<file path="src/rtl/sss_pkg.sv">
// Shared types and codes for the substring search block.
`timescale 1ns / 1ps

package sss_pkg;

	typedef logic [7:0] byte_t;

	// Opcode of an input item.
	localparam logic OP_PATTERN = 1'b0;
	localparam logic OP_TEXT    = 1'b1;

	// Shift controls broadcast to every cell of the chain.
	typedef struct packed {
		logic pat_shift;
		logic txt_shift;
	} cell_ctl_t;

endpackage

</file>
<file path="src/rtl/sss_in_if.sv">
// Input channel: pattern and text bytes with valid/ready handshake.
`timescale 1ns / 1ps

interface sss_in_if;
	logic       valid;
	logic       ready;
	logic       opcode;
	logic [7:0] data_byte;
	logic       last;

	modport source (output valid, opcode, data_byte, last, input ready);
	modport sink   (input valid, opcode, data_byte, last, output ready);
endinterface

</file>
<file path="src/rtl/sss_out_if.sv">
// Result channel: found flag and start index with valid/ready handshake.
`timescale 1ns / 1ps

interface sss_out_if #(
	parameter int INDEX_BITS = 16
);
	logic                  valid;
	logic                  ready;
	logic                  found;
	logic [INDEX_BITS-1:0] start_pos;

	modport source (output valid, found, start_pos, input ready);
	modport sink   (input valid, found, start_pos, output ready);
endinterface

</file>
<file path="src/rtl/sss_cell.sv">
// One cell of the search chain: a pattern byte, a window byte and their compare.
`timescale 1ns / 1ps

module sss_cell
	import sss_pkg::*;
#(
	parameter int CELL_IDX = 0,
	parameter int LEN_W    = 6
) (
	input  logic             clk,
	input  cell_ctl_t        ctl,
	input  byte_t            pat_in,
	input  byte_t            win_in,
	input  logic [LEN_W-1:0] len,
	output byte_t            pat,
	output byte_t            win,
	output logic             eq
);

	localparam logic [LEN_W-1:0] IDX_C = LEN_W'(CELL_IDX);

	byte_t pat_q;
	byte_t win_q;

	always_ff @(posedge clk) begin
		if (ctl.pat_shift) begin
			pat_q <= pat_in;
		end
		if (ctl.txt_shift) begin
			win_q <= win_in;
		end
	end

	// The compare looks at the byte this cell will hold after the current shift,
	// so the position ending at the incoming byte is tested in the same cycle.
	// Cells at or beyond the pattern length always agree.
	assign eq  = (len <= IDX_C) || (pat_q == win_in);
	assign pat = pat_q;
	assign win = win_q;

endmodule

</file>
<file path="src/rtl/substring_search_first_last.sv">
// Top level of the byte substring search with first or last occurrence report.
`timescale 1ns / 1ps

// Load a pattern of 1 to MAX_PATTERN bytes (opcode 0, last on the final byte), then
// stream text bytes (opcode 1). Every cell of the chain holds one pattern byte aligned
// to one window byte, so each text byte is compared at every cell in the cycle it is
// accepted, and the block takes one item per clock. The result of the text byte marked
// last is registered and offered on the next cycle; a new item is taken while that
// result waits, except when another result would need the occupied output register.
// The longest path is the byte compare in each cell, the AND across all cells and the
// index range check. The search_last register selects the first (0) or last (1)
// occurrence; write it only while the block is idle. No pass is needed after reset.
module substring_search_first_last
	import sss_pkg::*;
#(
	parameter int MAX_PATTERN = 32,
	parameter int INDEX_BITS  = 16
) (
	input  logic      clk,
	input  logic      arst_n,
	input  logic      cfg_we,
	input  logic      cfg_wdata,
	sss_in_if.sink    item,
	sss_out_if.source result
);

	localparam int               LEN_W    = $clog2(MAX_PATTERN + 1);
	localparam longint unsigned  IDX_MAX  = (64'd1 << INDEX_BITS) - 64'd1;
	localparam longint unsigned  TEXT_CAP = IDX_MAX + MAX_PATTERN;
	localparam int               CNT_W    = $clog2(TEXT_CAP + 1);
	localparam logic [CNT_W-1:0] CAP_C    = CNT_W'(TEXT_CAP);
	localparam logic [CNT_W-1:0] IMAX_C   = CNT_W'(IDX_MAX);
	localparam logic [LEN_W-1:0] MAXL_C   = LEN_W'(MAX_PATTERN);

	logic                  search_last_q;
	logic [LEN_W-1:0]      len_q;
	logic                  closed_q;
	logic [CNT_W-1:0]      cnt_q;
	logic                  seen_q;
	logic [INDEX_BITS-1:0] start_q;

	logic                  res_valid_q;
	logic                  res_found_q;
	logic [INDEX_BITS-1:0] res_start_q;

	logic                  accept;
	logic                  is_pat;
	logic                  is_txt;
	cell_ctl_t             ctl;
	logic [CNT_W-1:0]      n;
	logic [CNT_W-1:0]      len_ext;
	logic [CNT_W-1:0]      diff;
	logic                  hit;
	logic                  take_new;
	logic [MAX_PATTERN-1:0] eq_w;

	byte_t pat_w [MAX_PATTERN];
	byte_t win_w [MAX_PATTERN];

	// Only a text byte that ends a text needs the output register.
	assign item.ready = !res_valid_q || result.ready
		|| !((item.opcode == OP_TEXT) && item.last);
	assign accept     = item.valid && item.ready;
	assign is_pat     = accept && (item.opcode == OP_PATTERN);
	assign is_txt     = accept && (item.opcode == OP_TEXT);

	// Bytes beyond the capacity of the chain are dropped; a closed pattern restarts.
	assign ctl.pat_shift = is_pat && (closed_q || (len_q < MAXL_C));
	assign ctl.txt_shift = is_txt && (cnt_q < CAP_C);

	for (genvar j = 0; j < MAX_PATTERN; j++) begin : g_cell
		byte_t pat_prev;
		byte_t win_prev;
		if (j == 0) begin : g_head
			assign pat_prev = item.data_byte;
			assign win_prev = item.data_byte;
		end else begin : g_body
			assign pat_prev = pat_w[j-1];
			assign win_prev = win_w[j-1];
		end
		sss_cell #(
			.CELL_IDX (j),
			.LEN_W    (LEN_W)
		) u_cell (
			.clk    (clk),
			.ctl    (ctl),
			.pat_in (pat_prev),
			.win_in (win_prev),
			.len    (len_q),
			.pat    (pat_w[j]),
			.win    (win_w[j]),
			.eq     (eq_w[j])
		);
	end

	assign n        = cnt_q + CNT_W'(1);
	assign len_ext  = CNT_W'(len_q);
	assign diff     = n - len_ext;
	assign hit      = ctl.txt_shift && (len_q != '0) && (n >= len_ext)
		&& (diff <= IMAX_C) && (&eq_w);
	assign take_new = hit && (search_last_q || !seen_q);

	always_ff @(posedge clk or negedge arst_n) begin
		if (!arst_n) begin
			search_last_q <= 1'b0;
		end else if (cfg_we) begin
			search_last_q <= cfg_wdata;
		end
	end

	always_ff @(posedge clk or negedge arst_n) begin
		if (!arst_n) begin
			len_q    <= '0;
			closed_q <= 1'b1;
		end else if (is_pat) begin
			if (closed_q) begin
				len_q <= LEN_W'(1);
			end else if (len_q < MAXL_C) begin
				len_q <= len_q + LEN_W'(1);
			end
			closed_q <= item.last;
		end else if (is_txt) begin
			closed_q <= 1'b1;
		end
	end

	// Text state is dropped by a pattern byte and after the end of each text.
	always_ff @(posedge clk or negedge arst_n) begin
		if (!arst_n) begin
			cnt_q   <= '0;
			seen_q  <= 1'b0;
			start_q <= '0;
		end else if (is_pat || (is_txt && item.last)) begin
			cnt_q   <= '0;
			seen_q  <= 1'b0;
			start_q <= '0;
		end else if (ctl.txt_shift) begin
			cnt_q <= n;
			if (hit) begin
				seen_q <= 1'b1;
			end
			if (take_new) begin
				start_q <= diff[INDEX_BITS-1:0];
			end
		end
	end

	always_ff @(posedge clk or negedge arst_n) begin
		if (!arst_n) begin
			res_valid_q <= 1'b0;
		end else if (is_txt && item.last) begin
			res_valid_q <= 1'b1;
		end else if (result.ready) begin
			res_valid_q <= 1'b0;
		end
	end

	always_ff @(posedge clk) begin
		if (is_txt && item.last) begin
			res_found_q <= seen_q || hit;
			if (take_new) begin
				res_start_q <= diff[INDEX_BITS-1:0];
			end else begin
				res_start_q <= start_q;
			end
		end
	end

	assign result.valid     = res_valid_q;
	assign result.found     = res_found_q;
	assign result.start_pos = res_start_q;

endmodule

</file>
<file path="src/flat_wrapper.sv">
// flat-port wrapper written by rule: the top's interface ports become plain ports
module substring_search_first_last_flat import sss_pkg::*;
#(
	parameter int MAX_PATTERN = 32,
	parameter int INDEX_BITS  = 16
)
  (clk, arst_n, cfg_we, cfg_wdata, item_valid, item_opcode, item_data_byte, item_last, item_ready, result_valid, result_found, result_start_pos, result_ready);
  sss_in_if item_i ();
  sss_out_if #(.INDEX_BITS(INDEX_BITS)) result_i ();
  input  logic clk;
  input  logic arst_n;
  input  logic cfg_we;
  input  logic cfg_wdata;
  input wire logic [$bits(item_i.valid)-1:0] item_valid;
  input wire logic [$bits(item_i.opcode)-1:0] item_opcode;
  input wire logic [$bits(item_i.data_byte)-1:0] item_data_byte;
  input wire logic [$bits(item_i.last)-1:0] item_last;
  output wire logic [$bits(item_i.ready)-1:0] item_ready;
  output wire logic [$bits(result_i.valid)-1:0] result_valid;
  output wire logic [$bits(result_i.found)-1:0] result_found;
  output wire logic [$bits(result_i.start_pos)-1:0] result_start_pos;
  input wire logic [$bits(result_i.ready)-1:0] result_ready;
  assign item_i.valid = item_valid;
  assign item_i.opcode = item_opcode;
  assign item_i.data_byte = item_data_byte;
  assign item_i.last = item_last;
  assign item_ready = item_i.ready;
  assign result_valid = result_i.valid;
  assign result_found = result_i.found;
  assign result_start_pos = result_i.start_pos;
  assign result_i.ready = result_ready;
  substring_search_first_last #(.MAX_PATTERN(MAX_PATTERN), .INDEX_BITS(INDEX_BITS)) u_core (.clk(clk), .arst_n(arst_n), .cfg_we(cfg_we), .cfg_wdata(cfg_wdata), .item(item_i), .result(result_i));
endmodule
</file>
<file path="config.mk">
export PLATFORM = sky130hd
export DESIGN_NAME = substring_search_first_last_flat
export DESIGN_NICKNAME = d
export VERILOG_FILES = /design/src/rtl/sss_pkg.sv /design/src/rtl/sss_in_if.sv /design/src/rtl/sss_out_if.sv /design/src/rtl/sss_cell.sv /design/src/rtl/substring_search_first_last.sv /design/src/flat_wrapper.sv
export SDC_FILE = /design/constraint.sdc
export NUM_CORES = 1
export LEC_CHECK = 0
export BUFFER_PORTS_ARGS = -buffer_cell sky130_fd_sc_hd__buf_2
export CORE_MARGIN = 5
export CORE_UTILIZATION = 61
export DETAILED_ROUTE_END_ITERATION = 12
export PLACE_DENSITY = 0.89
export SYNTH_ARGS = -nofsm -noshare
export SYNTH_HDL_FRONTEND = slang
export SYNTH_SLANG_ARGS = --single-unit
</file>
<file path="constraint.sdc">
create_clock -name clk -period 15.6 [get_ports clk]
set_input_delay 3.12 -clock clk [delete_from_list [all_inputs] [get_ports clk]]
set_output_delay 3.12 -clock clk [all_outputs]
set_load 0.01 [all_outputs]
</file>
==> out/metrics.yaml <==
min_from: "u_core.g_cell[3].u_cell.pat[5]"
routed-via-count: 11400
vias_per_cell: 6.05
most_frequent_cells_in_the_layout: "521 x sky130_fd_sc_hd__edfxtp_1, 207 x sky130_fd_sc_hd__xor2_1, 78 x sky130_fd_sc_hd__xnor2_1"
timing.final.crit_period_ns: 6.83
critPathArrivalTime_ns: 3.71
postSynth.topFlopCell: "sky130_fd_sc_hd__edfxtp_1"
cp_max_fo: 3
holdBufCountCts: 0
cp-end-kind: "primary output"
cpPeakStageDelay_ns: 0.17
hold-path-endpoint: "u_core.g_cell[4].u_cell.pat[5]"
clkSlewWorstSetupHoldPaths_ns: 0.06
power_per_cell_area_nw_per_um2: 135
drt-pass1-iter-count: 6
grt_max_degree: 134
setup_tns_ns: 0
final.fill_count: 2227
clock_insertion_delay_worst_skew_ns: 0.58
cts.repair.resized: 0
critPathRequiredTime_ns: 12.48
final_hold_viol_count: 0
design.portCount: 35
ff2ff_setup_slack_ns: 11.46
grt_setup_unrepaired: "false"
total_power_mw: 3.29
critical_path.cell_chain: "buf_2 -> nor2b_1 -> nand3_1 -> buf_2"
cts_inserted_buffers: 53
crit_top_cell: "sky130_fd_sc_hd__buf_2"
rows: 69
hp-class: "reg2reg"
length_in_cells_of_the_worst_reg_to_reg_path: 9
setup_viol_count_final: 0
yosys.cell_types.count: 66
maximum_clock_insertion_buffer_count: 3
edff_count_synth: 521
critPathSlowestCell: "sky130_fd_sc_hd__nor2b_1"
cts_post_setup_buffers_inserted: 0
met3_usage_pct: 3.11
netlist_instances: 1318
finClkSkew_ns: 0.0277
wirelength_um: 41500
max_slew_margin_pct: 19.2
first_pass_grt_wire_length_um: 64600
run_status: "finished, final reports clean"
yosys_register_bits: 564
first_global_vias: 11600
synth.net_count: 1347
hpwlAfterDp_um: 27200
portBuffers: 34
worstSetupPathType: "in2out"
most_crowded_layer_after_global_routing: "met2"
combined_global_route_utilization_of_all_metal_layers_pct: 21.0
worst_r2r_startpoint: "u_core.cnt_q[0]"
timing.rr.end: "u_core.start_q[3]"
number_of_antenna_violations_at_the_first_check_in_global_routing: 0
timing.critical_path.from_type: "input port"
asyncSetResetFlopFracSynth_pct: 7.62
die_height_um: 200
die-area_um2: 40000
floorplan.initialDensity_pct: 61.9
final_common_cell: "sky130_fd_sc_hd__edfxtp_1"
netlist_area_um2: 22000
worst_pin_slew_ns: 1.21
die_w_um: 200
total_leakage_power_nw: 8.45
fmax_mhz: 146
drcViolationCount: 0
gp_routability_congestion: 0.878
min_delay_path_depth: 0
post_synthesis_average_cell_area_um2: 16.7
grt-ovfl-total: 0
tritoncts_clock_tree: "done"
drt_iter0_markers: 1275
cts.htree.levels: 2
post_route_cells_drive_above_1_share_pct: 10.1
syn_to_final_growth_pct: 11.0
drt.antenna.violating_nets: 0
synth-warning-count: 0
drv_slew: 0
core_area_um2: 35600
fin_crit_sh_pct: 43.8
num_antenna_cells: 0
cts_sinks: 564
clk_root_buffer_cell: "sky130_fd_sc_hd__clkbuf_16"
drv.max_cap_violation_count: 0
vdd.ir_drop.worst_mv: 0.136
groute.layer.met1.usage_pct: 28.6
wl_per_cell_um: 22.0
synth-seq-area-share_pct: 76.0
final_net_count: 1413
grt.met2_usage_pct: 36.1
==> power by group <==
part	internal [mW]	switching [mW]	total, mW
registers	1.72	0.0515	1.77
clock network	0.740	0.532	1.27
logic	0.0831	0.158	0.242
total	2.54	0.742	3.29
==> flip-flops by register name (all words and copies together) (netlist names) <==
name / flops
u_core.len_q: 6
u_core.search_last_q: 1
u_core.start_q: 16
u_core.result.valid: 1
u_core.result.start_pos: 16
u_core.cnt_q: 17
u_core.seen_q: 1
u_core.result.found: 1
u_core.g_cell.u_cell.pat: 256
u_core.g_cell.u_cell.win: 248
u_core.closed_q: 1
==> cell type report <==
type | count | area [µm²] | share of cell area (%)
repair buffers | 41 | 235 | 0.963
clock inverters | 27 | 313 | 1.28
flip-flops and latches | 564 | 16700 | 68.5
well taps | 461 | 577 | 2.36
clock buffers | 68 | 1410 | 5.79
inverters | 19 | 78.8 | 0.323
multi-input cells | 705 | 5080 | 20.8
==> Yosys cell counts (4+ instances only) <==
cell type	n	area, µm²
sky130_fd_sc_hd__edfxtp_1	521	15600
sky130_fd_sc_hd__xor2_1	207	1810
sky130_fd_sc_hd__xnor2_1	78	683
sky130_fd_sc_hd__nor4_1	65	407
sky130_fd_sc_hd__a21oi_1	55	275
sky130_fd_sc_hd__nand2_1	47	176
sky130_fd_sc_hd__dfrtp_1	42	1050
sky130_fd_sc_hd__nor2_1	30	113
sky130_fd_sc_hd__o21ai_0	29	145
sky130_fd_sc_hd__nand4_1	26	163
sky130_fd_sc_hd__nand3_1	22	110
sky130_fd_sc_hd__clkbuf_1	21	78.8
sky130_fd_sc_hd__inv_1	17	63.8
sky130_fd_sc_hd__or3_1	15	93.8
sky130_fd_sc_hd__nor3_1	14	70.1
sky130_fd_sc_hd__ha_1	12	150
sky130_fd_sc_hd__o21ai_2	10	87.6
sky130_fd_sc_hd__a22oi_1	8	60.1
sky130_fd_sc_hd__buf_2	7	35.0
sky130_fd_sc_hd__o31ai_1	6	45.0
sky130_fd_sc_hd__a21o_1	4	30.0
sky130_fd_sc_hd__a31oi_1	4	25.0
sky130_fd_sc_hd__and4_1	4	35.0
sky130_fd_sc_hd__nor2b_1	4	25.0
sky130_fd_sc_hd__o211ai_1	4	30.0
sky130_fd_sc_hd__or2_2	4	25.0
==> cells by family (layout without fill, tap and decap cells) <==
logic type,Yosys count,count (layout),share of synthesized area (%)
muxes,2,2,0.0967
xor gates and xnor gates,285,285,11.3
and+or+nand+nor,252,252,6.34
buffers and inverters,49,155,0.944
DFF,564,564,76.0
AOI/OAI and AO/OA,153,153,4.49
adders and majority gates,13,13,0.773
==> worst max path at each step <==
stage / start / endpoint / slack [ns] / cells after the start
final: result_ready / item_ready / 8.77 / 4
after global routing: result_ready / item_ready / 8.75 / 4
after CTS: result_ready / item_ready / 8.78 / 4
after detailed placement: result_ready / item_ready / 8.79 / 4
after global placement: result_ready / item_ready / 8.83 / 4
after floorplan: item_opcode / u_core.len_q[1] / 4.59 / 4
==> metrics by stage <==
stage	setup WS [ns]	cell area [µm²]	cells	utilization (%)	hold slack [ns]
after floorplan	4.59	22000	1318	-	0.447
final	8.77	24400	1885	68.7	0.459
after global routing	8.75	24400	1885	68.7	0.468
after CTS	8.78	24400	1885	68.7	0.454
after detailed placement	8.79	22700	1790	63.8	0.455
after global placement	8.83	22700	1790	63.8	0.450
==> routing by layer <==
layer / part of all wire, % / routed length, µm / vias up
met2: 52 / 21500 / 433
met5: 0 / 0 / -
met4: 2.4 / 984 / 0
li1: - / - / 5130
met1: 40 / 16500 / 5761
met3: 6.1 / 2530 / 72
==> worst max-delay path, delay by kind of cell <==
family | cells | cell delay [ns]
buf+inv | 2 | 0.28
simple gates | 2 | 0.32
Power figures use the tool's default switching activity.
